==> config.mk <==
export PLATFORM = sky130hd
export DESIGN_NAME = cartridge_mapper_register_write
export DESIGN_NICKNAME = d
export VERILOG_FILES = /design/src/rtl/core/cmbm_pkg.sv /design/src/rtl/core/cmbm_mod_unit.sv /design/src/rtl/core/cmbm_map_regs.sv /design/src/rtl/core/cartridge_mapper_register_write.sv
export SDC_FILE = /design/constraint.sdc
export NUM_CORES = 1
export LEC_CHECK = 0
export ABC_AREA = 1
export BUFFER_PORTS_ARGS = -buffer_cell sky130_fd_sc_hd__buf_2
export CAP_MARGIN = 20
export CELL_PAD_IN_SITES_DETAIL_PLACEMENT = 0
export CELL_PAD_IN_SITES_GLOBAL_PLACEMENT = 1
export CORE_UTILIZATION = 39
export CTS_CLUSTER_SIZE = 12
export DETAILED_ROUTE_END_ITERATION = 12
export PLACE_DENSITY = 0.73
export SETUP_SLACK_MARGIN = 0.4
export SLEW_MARGIN = 30
export SYNTH_ARGS = -nofsm -noshare
export SYNTH_HDL_FRONTEND = slang
export SYNTH_SLANG_ARGS = --single-unit
export TNS_END_PERCENT = 30
==> constraint.sdc <==
create_clock -name aclk -period 2.1 [get_ports aclk]
set_input_delay 0.63 -clock aclk [delete_from_list [all_inputs] [get_ports aclk]]
set_output_delay 0.63 -clock aclk [all_outputs]
set_load 0.05 [all_outputs]
==> src/rtl/core/cmbm_pkg.sv <==
// Shared types and constants for the cartridge mapper register write block.
package cmbm_pkg;

    localparam int ADDR_W   = 16;
    localparam int DATA_W   = 8;
    localparam int BANK_W   = 5;
    localparam int COUNT_W  = 9;
    localparam int KIND_W   = 2;
    localparam int SHIFT_CNT_W = 3;
    localparam int S_TDATA_W = 24;
    localparam int M_TDATA_W = 32;

    localparam logic [KIND_W-1:0] KIND_NONE     = 2'd0;
    localparam logic [KIND_W-1:0] KIND_SERIAL   = 2'd1;
    localparam logic [KIND_W-1:0] KIND_DISCRETE = 2'd2;

    localparam logic CFG_MAPPER_KIND    = 1'b0;
    localparam logic CFG_CHR_BANK_COUNT = 1'b1;

    localparam logic [1:0] TGT_CONTROL  = 2'd0;
    localparam logic [1:0] TGT_CHR_LOW  = 2'd1;
    localparam logic [1:0] TGT_CHR_HIGH = 2'd2;
    localparam logic [1:0] TGT_PRG      = 2'd3;

    localparam logic [BANK_W-1:0]      SHIFT_EMPTY   = 5'h10;
    localparam logic [BANK_W-1:0]      CONTROL_RESET = 5'h0C;
    localparam logic [SHIFT_CNT_W-1:0] SHIFT_LAST    = 3'd5;

    typedef struct packed {
        logic [BANK_W-1:0] control;
        logic [BANK_W-1:0] chr_low;
        logic [BANK_W-1:0] chr_high;
        logic [BANK_W-1:0] prg;
        logic              mirror;
        logic [DATA_W-1:0] discrete;
    } mapper_regs_t;

    typedef struct packed {
        logic              start;
        logic [DATA_W-1:0] dividend;
        logic [COUNT_W-1:0] divisor;
    } mod_req_t;

    typedef struct packed {
        logic              busy;
        logic              done;
        logic [DATA_W-1:0] remainder;
    } mod_rsp_t;

endpackage

==> src/rtl/core/cmbm_mod_unit.sv <==
// Restoring remainder unit: one dividend bit per cycle.
module cmbm_mod_unit
    import cmbm_pkg::*;
(
    input  logic     aclk,
    input  logic     aresetn,
    input  mod_req_t req,
    output mod_rsp_t rsp
);

    logic                   busy_reg, busy_next;
    logic                   done_reg, done_next;
    logic [SHIFT_CNT_W-1:0] count_reg, count_next;
    logic [COUNT_W-1:0]     rem_reg, rem_next;
    logic [DATA_W-1:0]      dvd_reg, dvd_next;
    logic [COUNT_W-1:0]     divisor_reg, divisor_next;
    logic [COUNT_W-1:0]     trial;

    assign trial = {rem_reg[COUNT_W-2:0], dvd_reg[DATA_W-1]};

    always_comb begin
        busy_next    = busy_reg;
        done_next    = 1'b0;
        count_next   = count_reg;
        rem_next     = rem_reg;
        dvd_next     = dvd_reg;
        divisor_next = divisor_reg;
        if (req.start && !busy_reg) begin
            busy_next    = 1'b1;
            count_next   = '0;
            rem_next     = '0;
            dvd_next     = req.dividend;
            divisor_next = req.divisor;
        end else if (busy_reg) begin
            rem_next   = (trial >= divisor_reg) ? trial - divisor_reg : trial;
            dvd_next   = {dvd_reg[DATA_W-2:0], 1'b0};
            count_next = count_reg + 1'b1;
            if (count_reg == SHIFT_CNT_W'(DATA_W - 1)) begin
                busy_next = 1'b0;
                done_next = 1'b1;
            end
        end
    end

    always_ff @(posedge aclk) begin
        if (!aresetn) begin
            busy_reg  <= 1'b0;
            done_reg  <= 1'b0;
            count_reg <= '0;
        end else begin
            busy_reg  <= busy_next;
            done_reg  <= done_next;
            count_reg <= count_next;
        end
        rem_reg     <= rem_next;
        dvd_reg     <= dvd_next;
        divisor_reg <= divisor_next;
    end

    assign rsp.busy      = busy_reg;
    assign rsp.done      = done_reg;
    assign rsp.remainder = rem_reg[DATA_W-1:0];

    a_start_busy: assert property (@(posedge aclk) disable iff (!aresetn)
        (req.start && !busy_reg) |=> busy_reg)
        else $error("mod unit did not start");

    a_rem_below: assert property (@(posedge aclk) disable iff (!aresetn)
        (done_reg && divisor_reg != '0) |-> (rem_reg < divisor_reg))
        else $error("remainder not below divisor");

    a_count_step: assert property (@(posedge aclk) disable iff (!aresetn)
        busy_reg |=> (count_reg == $past(count_reg) + 1'b1))
        else $error("mod unit count did not advance");

endmodule

==> src/rtl/core/cmbm_map_regs.sv <==
// Mapper register file with serial shift loader and discrete bank register.
module cmbm_map_regs
    import cmbm_pkg::*;
(
    input  logic              aclk,
    input  logic              aresetn,
    input  logic              commit,
    input  logic [ADDR_W-1:0] addr,
    input  logic [DATA_W-1:0] data,
    input  logic [KIND_W-1:0] kind,
    input  logic              count_zero,
    input  logic [DATA_W-1:0] mod_rem,
    output mapper_regs_t      regs_next,
    output logic              load_done
);

    mapper_regs_t           regs_reg;
    logic [BANK_W-1:0]      shift_reg, shift_next, shifted;
    logic [SHIFT_CNT_W-1:0] scount_reg, scount_next, scount_inc;

    assign shifted    = {data[0], shift_reg[BANK_W-1:1]};
    assign scount_inc = scount_reg + 1'b1;

    always_comb begin
        regs_next   = regs_reg;
        shift_next  = shift_reg;
        scount_next = scount_reg;
        load_done   = 1'b0;
        if (addr[ADDR_W-1]) begin
            case (kind)
                KIND_SERIAL: begin
                    if (data[DATA_W-1]) begin
                        shift_next        = SHIFT_EMPTY;
                        scount_next       = '0;
                        regs_next.control = regs_reg.control | CONTROL_RESET;
                    end else if (scount_inc == SHIFT_LAST) begin
                        shift_next  = SHIFT_EMPTY;
                        scount_next = '0;
                        load_done   = 1'b1;
                        case (addr[14:13])
                            TGT_CONTROL: begin
                                regs_next.control = shifted;
                                regs_next.mirror  = &shifted[1:0];
                            end
                            TGT_CHR_LOW:  regs_next.chr_low  = shifted;
                            TGT_CHR_HIGH: regs_next.chr_high = shifted;
                            default:      regs_next.prg      = shifted;
                        endcase
                    end else begin
                        shift_next  = shifted;
                        scount_next = scount_inc;
                    end
                end
                KIND_DISCRETE: begin
                    regs_next.discrete = count_zero ? '0 : mod_rem;
                end
                default: begin
                end
            endcase
        end
    end

    always_ff @(posedge aclk) begin
        if (!aresetn) begin
            regs_reg.control  <= CONTROL_RESET;
            regs_reg.chr_low  <= '0;
            regs_reg.chr_high <= '0;
            regs_reg.prg      <= '0;
            regs_reg.mirror   <= 1'b0;
            regs_reg.discrete <= '0;
            shift_reg         <= SHIFT_EMPTY;
            scount_reg        <= '0;
        end else if (commit) begin
            regs_reg   <= regs_next;
            shift_reg  <= shift_next;
            scount_reg <= scount_next;
        end
    end

endmodule

==> src/rtl/core/cartridge_mapper_register_write.sv <==
// Top level of the cartridge mapper register write block.
//
// Slave stream s_*: one word per CPU write, address and data byte.
// Master stream m_*: one word per accepted write, the mapper registers as
// they stand after that write, plus a flag for a completed five-bit load.
// Config port cfg_*: index 0 mapper kind, index 1 character bank count;
// write only while no word is in flight.
// An accepted write passes to the put state, where it is registered into the
// output register; a discrete mapper write at or above 0x8000 with a non-zero
// bank count first waits in the divide state for the remainder unit, which
// retires one data bit per cycle. A new write is taken only after the last
// one has left the put state; a stalled receiver delays this.
// One write is worked on at a time; s_tready is high whenever the
// sequencer is idle, also while a result waits in the output register.
// A stalled receiver holds m_tdata; a finished write waits in the put
// state until the output register frees, and s_tready stays low until
// then. Reset clears mapper kind and bank count to 0, the control
// register to 0x0C, the shift register to empty and all banks to 0.
module cartridge_mapper_register_write
    import cmbm_pkg::*;
(
    input  logic                 aclk,
    input  logic                 aresetn,
    // write_address [15:0], write_data [23:16]
    input  logic [S_TDATA_W-1:0] s_tdata,
    input  logic                 s_tvalid,
    output logic                 s_tready,
    // control_value [4:0], chr_bank_low [9:5], chr_bank_high [14:10],
    // prg_bank_value [19:15], horizontal_mirroring [20],
    // discrete_chr_bank [28:21], load_complete [29], zero [31:30]
    output logic [M_TDATA_W-1:0] m_tdata,
    output logic                 m_tvalid,
    input  logic                 m_tready,
    input  logic                 cfg_wr_en,
    input  logic                 cfg_index,
    input  logic [COUNT_W-1:0]   cfg_wdata
);

    typedef enum logic [1:0] {S_IDLE, S_DIV, S_PUT} state_t;

    state_t              state_reg;
    logic [KIND_W-1:0]   kind_reg;
    logic [COUNT_W-1:0]  bank_count_reg;
    logic [ADDR_W-1:0]   addr_reg;
    logic [DATA_W-1:0]   data_reg;
    logic [M_TDATA_W-1:0] out_reg;
    logic                out_valid_reg;
    logic [DATA_W-1:0]   rem_reg;

    mod_req_t     mreq;
    mod_rsp_t     mrsp;
    mapper_regs_t regs_next;
    logic         load_done;
    logic         commit;
    logic         s_accept;
    logic         need_div;

    assign s_tready = (state_reg == S_IDLE);
    assign s_accept = s_tvalid && s_tready;
    assign need_div = s_tdata[ADDR_W-1] && (kind_reg == KIND_DISCRETE)
                      && (bank_count_reg != '0);
    assign commit   = (state_reg == S_PUT) && (!out_valid_reg || m_tready);

    assign mreq.start    = s_accept && need_div;
    assign mreq.dividend = s_tdata[ADDR_W +: DATA_W];
    assign mreq.divisor  = bank_count_reg;

    cmbm_mod_unit u_mod (
        .aclk    (aclk),
        .aresetn (aresetn),
        .req     (mreq),
        .rsp     (mrsp)
    );

    cmbm_map_regs u_regs (
        .aclk       (aclk),
        .aresetn    (aresetn),
        .commit     (commit),
        .addr       (addr_reg),
        .data       (data_reg),
        .kind       (kind_reg),
        .count_zero (bank_count_reg == '0),
        .mod_rem    (rem_reg),
        .regs_next  (regs_next),
        .load_done  (load_done)
    );

    always_ff @(posedge aclk) begin
        if (!aresetn) begin
            state_reg      <= S_IDLE;
            kind_reg       <= KIND_NONE;
            bank_count_reg <= '0;
            out_valid_reg  <= 1'b0;
        end else begin
            if (cfg_wr_en) begin
                case (cfg_index)
                    CFG_MAPPER_KIND:    kind_reg       <= cfg_wdata[KIND_W-1:0];
                    CFG_CHR_BANK_COUNT: bank_count_reg <= cfg_wdata;
                    default: begin
                    end
                endcase
            end
            if (commit) begin
                out_valid_reg <= 1'b1;
            end else if (m_tready) begin
                out_valid_reg <= 1'b0;
            end
            case (state_reg)
                S_IDLE: begin
                    if (s_accept) begin
                        state_reg <= need_div ? S_DIV : S_PUT;
                    end
                end
                S_DIV: begin
                    if (mrsp.done) begin
                        state_reg <= S_PUT;
                    end
                end
                S_PUT: begin
                    if (commit) begin
                        state_reg <= S_IDLE;
                    end
                end
                default: state_reg <= S_IDLE;
            endcase
        end
        if (s_accept) begin
            addr_reg <= s_tdata[ADDR_W-1:0];
            data_reg <= s_tdata[ADDR_W +: DATA_W];
        end
        if (mrsp.done) begin
            rem_reg <= mrsp.remainder;
        end
        if (commit) begin
            out_reg <= {2'b00, load_done, regs_next.discrete, regs_next.mirror,
                        regs_next.prg, regs_next.chr_high, regs_next.chr_low,
                        regs_next.control};
        end
    end

    assign m_tdata  = out_reg;
    assign m_tvalid = out_valid_reg;

endmodule

==> results.cfg, run 1 <==
[clocking]
clock_sinks = 123
cts-hold-fix-buffers = 0
clock_path_buffers = 2
cts-root-buf = clkbuf_16
cts_tree = built
htreeDepth = 4
clk_latency_ps = 410
cts.clk_slew.worst_paths_ps = 50
cts_buffers = 17

[synthesis]
synth_simple_gate_area_share_pct = 18.2
synth-async-reset-ratio_pct = 0
netlist_instances = 604
synth_compound_area_share_pct = 12.1
synth_area_leader_cell = edfxtp_1
synth_area_um2 = 5390
ys_seq_area_share_pct = 56.8
synth_edf_count = 60
synthFlopType = dfxtp_1
yosysTopAreaCellShare_pct = 33.4
muxShareOfSynthArea_pct = 0
synthXorXnorAreaFrac_pct = 1.14
synth_fa_ha_area_share_pct = 3.39
synthDistinctLibCells = 36
yosysWarnings = 0
syn_avg_cell_area_um2 = 8.92
synth_seq_cells = 123
synth_top_family_by_area = simple AND/OR/NAND/NOR gates
synthTopCellsByArea = edfxtp_1 (33%), dfxtp_1 (23%), nand2_1 (7.4%), inv_1 (6.3%), nor2_1 (5.1%)

[placed_design]
hpwl_um = 7460
gp_congestion = 0.847
port_buffers = 57

[floorplanning]
pin_count = 73
die_width_um = 120
fp-row-count = 42
die_h_um = 120
initial_core_util_pct = 40.4
fp.dieArea_um2 = 14300
coreArea_um2 = 13300

[critical_path]
reg2reg_from = u_mod.divisor_reg[0]$_DFFE_PP_
cp.arrival_ps = 2020
setup.worst_path.end_class = flip-flop
setup.worst_path.class = reg -> reg
cp-startpoint = u_mod.divisor_reg[0]$_DFFE_PP_
required_ps = 2380
start_kind = flip-flop
worstPathMaxFanout = 2

[layout]
drive_above_1_share_pct = 24.8
fill_cells = 1235
regArea_um2 = 3070
nets = 741
multi_input_area_um2 = 2130
largest_register_ffs = 30
final_core_util_pct = 51.2
synthToLayoutAreaGrowth_pct = 26.7
final_cell_mix = nand2_1 (96), inv_1 (84), nor2_1 (70)
diodes = 0
final_common_cell = nand2_1

[timing]
drv_slew = 0
finClkSkew_ps = 6.03
fin_setup_tns_ps = 0
finalSetupViolCount = 0
layout_min_cycle_time_ps = 1730
holdWs_ps = 403
hold_violations = 0
fin_crit_sh_pct = 82.5
grt_setup_unrepaired = yes
fmax_mhz = 577
tightest_slew_ps = 719
slew_headroom_pct = 52.0

[routing]
wl_um = 11200
detail_route.first_pass.iterations = 6
drtIter0Drc = 289
route.vias.total = 4123
postRouteAntennaNets = 0
avgViaCountPerCell = 4.70
drc = 0
wl_per_cell_um = 12.8

[global_routing]
grt_use_total_pct = 16.7
grt_pass1_vias = 3815
grt_max_degree = 42
grt_overflow = 0
grt_pass1_wl_um = 18400
antenna_found_initial = 0

[hold_path]
hold_path_class = in -> reg
min-delay-start = s_tdata[14]

[pwr]
ir_worst_vdd_mv = 0.459
p_per_area_nw_per_um2 = 1080
p_leak_nw = 3.02

[outcome]
status = completed

[job]
maxCapViolCount = 0
where the power goes:
part | switching, W | internal [W]
clock network | 0.000954 | 0.00171
registers | 0.000164 | 0.00279
logic | 0.00106 | 0.000658
total | 0.00218 | 0.00516
cell usage after synthesis (all sizes together), types with 6 or more instances:
cell type and n:
buf 9, a21oi 39, edfxtp 60, o21ai 78
clkbuf 8, inv 95, nor2 76, nand3 27
ha 13, nor3 6, nand2 110, dfxtp 63
timing repair:
item / in CTS / in global routing
gates cloned: 2 / 1
gates resized for setup: 28 / 36
setup endpoints to repair: 33 / 81
setup buffers: 5 / 5
pin swaps: 8 / 11
final cells by class:
type | count | area share, %
flip-flops and latches | 123 | 45.0
clock buffers | 20 | 6.40
repair buffers | 79 | 7.40
well taps | 176 | 3.23
clock inverters | 12 | 1.54
multi-input cells | 371 | 31.2
inverters | 96 | 5.28
logic make-up (layout without fill, tap and decap cells):
logic type / count (synthesis) / count (layout)
buf+inv: 113 / 207
simple gates: 225 / 227
compound gates: 121 / 121
other cells: 1 / 2
flops: 123 / 123
xor+xnor: 7 / 7
fa+ha+maj: 14 / 14
critical path, cell delays in order (launching register included):
cell,delay [ps]
edfxtp_1,410
ha_4,200
fa_2,360
nand3b_1,190
nand2_2,100
xnor2_1,120
a21oi_1,80
o21ai_1,70
o21ai_0,90
layer usage:
layer / vias to the layer above / track usage (%) / routed length, um
met5: - / 0 / 0
met4: 0 / 7.50 / 147
met3: 14 / 4.56 / 561
met2: 104 / 25.3 / 5000
met1: 1863 / 22.3 / 5510
li1: 2142 / - / -
through the flow:
| step | total power (W) | std cells | worst slack, ps | cell area (um^2) |
|---|---|---|---|---|
| CTS | 0.00722 | 871 | 383 | 6670 |
| finish | 0.00734 | 877 | 368 | 6830 |
| global placement | 0.00440 | 832 | 239 | 5940 |
| floorplan | 0.00406 | 605 | 368 | 5400 |
| global route | 0.00774 | 877 | 291 | 6830 |
| detailed placement | 0.00443 | 832 | 215 | 5940 |
worst paths after layout:
path	to	slack, ps	cells past startpoint
setup reg to reg	u_mod.rem_reg[4]$_SDFFE_PP0P_	370	8
hold / removal	addr_reg[14]$_DFFE_PP_	400	1
setup / recovery	u_mod.rem_reg[4]$_SDFFE_PP0P_	370	8
hold reg to reg	u_mod.divisor_reg[0]$_DFFE_PP_	460	0
Note: power is estimated with default switching activity, not from simulation.
==> inputs of run 2 (changes only) <==
Settings changed: ABC_AREA 1 to 0, CORE_UTILIZATION 39 to 45, PLACE_DENSITY 0.73 to 0.76.
Clock period 2.1 ns to 1.7 ns, I/O delays scaled along.
==> run 2 against run 1 <==
Net effect:
- the run now ends with negative setup slack left
- non-clock buffer count grew 49
- design area grew 10%
- routed wire length fell by 5.2%
- combinational power about the same
- core utilization rose by 14 points
- total power up 18%
- setup slack got worse by 610 ps
- count of clock-buffer cells in the layout grew 3
- via count is 9.0% lower
- synthesized area down 1.0%
- largest cell class unchanged
- global-route usage up 1.6 points
- worst hold slack got worse by 120 ps
==> results.cfg, run 2 <==
[outcome]
status = complete, but fails checks
failed_checks = negative setup slack

[layout]
synthToLayoutAreaGrowth_pct = 41.0
largest_register_ffs = 30
final_cell_mix = edfxtp_1 (60), dfxtp_1 (55), buf_4 (54)
drive_above_1_share_pct = 42.5
final_common_cell = edfxtp_1
postLayoutCellArea_um2 = 7520
fill_cells = 858
diodes = 0
nets = 640

[clocking]
clk_latency_ps = 410
cts_tree = built
cts_buffers = 17
cts-root-buf = clkbuf_16
htreeDepth = 4
clock_sinks = 123
cts.clk_slew.worst_paths_ps = 50
clock_path_buffers = 2

[global_routing]
grt_use_total_pct = 18.3
grt_pass1_wl_um = 17700
antenna_found_initial = 0
grt_overflow = 0
grt_max_degree = 56
grt_pass1_vias = 3654

[routing]
avgViaCountPerCell = 5.05
detail_route.first_pass.iterations = 4
wl_per_cell_um = 14.3
postRouteAntennaNets = 0
drtIter0Drc = 137
wl_um = 10600
route.vias.total = 3751
drc = 0

[synthesis]
synthTopCellsByArea = edfxtp_1 (34%), dfxtp_1 (24%), mux2_2 (5.5%), mux2i_1 (5.3%), nand2_1 (4.0%)
synth_common_cells = dfxtp_1 (63), edfxtp_1 (60), nand2_1 (57), nor2b_1 (33), mux2i_1 (28)
synth-async-reset-ratio_pct = 0
synth.most_common_cell = dfxtp_1
synthDistinctLibCells = 51
synth_area_leader_cell = edfxtp_1
ys_seq_area_share_pct = 57.4
synth_seq_cells = 123
yosysWarnings = 0
syn_avg_cell_area_um2 = 11.4
synth_edf_count = 60
synthFlopType = dfxtp_1
yosysTopAreaCellShare_pct = 33.8
synth_area_um2 = 5330
netlist_instances = 466

[pwr]
combPwrFrac_pct = 20.0
power_frac_seq_pct = 39.3
p_leak_nw = 3.01
p_total_w = 0.00869
p_sw_share_pct = 25.1
p_per_area_nw_per_um2 = 1160
clockPowerShare_pct = 40.7
ir_worst_vdd_mv = 0.707
p_int_w = 0.00651
power.switching_w = 0.00218

[critical_path]
reg2reg_from = u_regs.scount_reg[1]$_SDFFE_PN0P_
cp-startpoint = u_regs.scount_reg[1]$_SDFFE_PN0P_
cp_num_buf_inv = 1
required_ps = 2000
setup.worst_path.end_class = flip-flop
crit_family = simple AND/OR/NAND/NOR gates
start_kind = flip-flop
slowest_delay_ps = 350
cp.arrival_ps = 2240
crit_chain = ha_4, xor2_2, and4b_2, nand2b_4, buf_6, nor3_4, mux2i_1, nor2b_1
worstPathMaxFanout = 5
setup.worst_path.class = reg -> reg
slowest_stage = dfxtp_4

[timing]
finalSetupViolCount = 54
layout_min_cycle_time_ps = 1940
hold_violations = 0
drv_slew = 0
grt_setup_unrepaired = yes
setup_ws_ps = -244
fin_setup_tns_ps = -8740
fin_crit_sh_pct = 114
holdWs_ps = 280
finClkSkew_ps = 7.16
fmax_mhz = 514

[placed_design]
dpl_cell_area_um2 = 6310
port_buffers = 57
dpl_worst_slack_ps = -382
gp_congestion = 0.762
hpwl_um = 6900

[floorplanning]
initial_core_util_pct = 46.5
coreArea_um2 = 11500
fp.dieArea_um2 = 12300
die_h_um = 111
pin_count = 73
fp-row-count = 39
die_width_um = 111

[hold_path]
hold_path_class = in -> reg
min-delay-start = s_tdata[13]

[job]
maxCapViolCount = 0
-- run 2: path summary, 6_finish.rpt --
| path | slack (ps) | endpoint | cells past startpoint |
|---|---|---|---|
| max reg2reg | -240 | u_regs.regs_reg[24]$_SDFFE_PN0P_ | 8 |
| min reg2reg | 450 | u_regs.regs_reg[5]$_SDFFE_PN0P_ | 2 |
| min | 280 | addr_reg[13]$_DFFE_PP_ | 1 |
| max | -240 | u_regs.regs_reg[24]$_SDFFE_PN0P_ | 8 |
-- run 2: layout make-up --
class	instances	area (um^2)	area share, %
clock inverters	9	123	1.63
flip-flops and latches	123	3080	40.9
clock buffers	23	458	6.09
well taps	143	179	2.38
multi-input cells	300	2470	32.8
repair buffers	128	1140	15.2
inverters	17	76.3	1.01
-- run 2: kinds of logic (layout without fill, tap and decap cells) --
kind of cell / after synthesis / in the layout / share of synthesized area (%)
muxes: 54 / 54 / 10.7
xor gates and xnor gates: 6 / 6 / 0.985
and+or+nand+nor: 158 / 158 / 15.2
other: 1 / 2 / 0.0703
DFF: 123 / 123 / 57.4
buffers and inverters: 44 / 177 / 3.68
AOI/OAI and AO/OA: 66 / 66 / 8.42
adders and majority gates: 14 / 14 / 3.42
-- run 2: through the flow --
stage / cells / utilization [%]
2_1_floorplan: 467 / -
3_3_place_gp: 701 / 55.0
3_5_place_dp: 701 / 55.0
4_1_cts: 739 / 64.5
5_1_grt: 743 / 65.6
6_report: 743 / 65.6
-- run 2: worst reg2reg max path: cells and delay by family (launching register included) --
| kind | cells | cell delay [ps] |
|---|---|---|
| buffers and inverters | 1 | 120 |
| multiplexers | 1 | 250 |
| XOR/XNOR | 1 | 140 |
| adder cells (fa/ha/maj) | 1 | 160 |
| flip-flops | 1 | 350 |
| AND/OR/NAND/NOR | 4 | 810 |
-- run 2: repair_timing --
action | CTS | global route
hold buffers | 0 | 0
gates cloned | 1 | 0
pin swaps | 45 | 12
endpoints found under the setup margin | 163 | 151
gates resized for setup | 145 | 24
buffers inserted | 5 | 4
-- run 2: per-layer routing --
layer  vias up  share of wire (%)  track usage [%]
met5         -                  0                0
met4         0                1.7             7.47
met3        15                3.0             5.19
met2        64                 48             27.9
met1      1787                 48             24.5
li1       1885                  -                -
-- run 2: power by group through the flow --
stage               sequential [W]  clock [W]  combinational (W)
global placement           0.00345          0            0.00153
floorplan                  0.00355          0           0.000850
CTS                        0.00341    0.00361            0.00173
global route               0.00343    0.00375            0.00192
finish                     0.00342    0.00354            0.00174
detailed placement         0.00346          0            0.00156
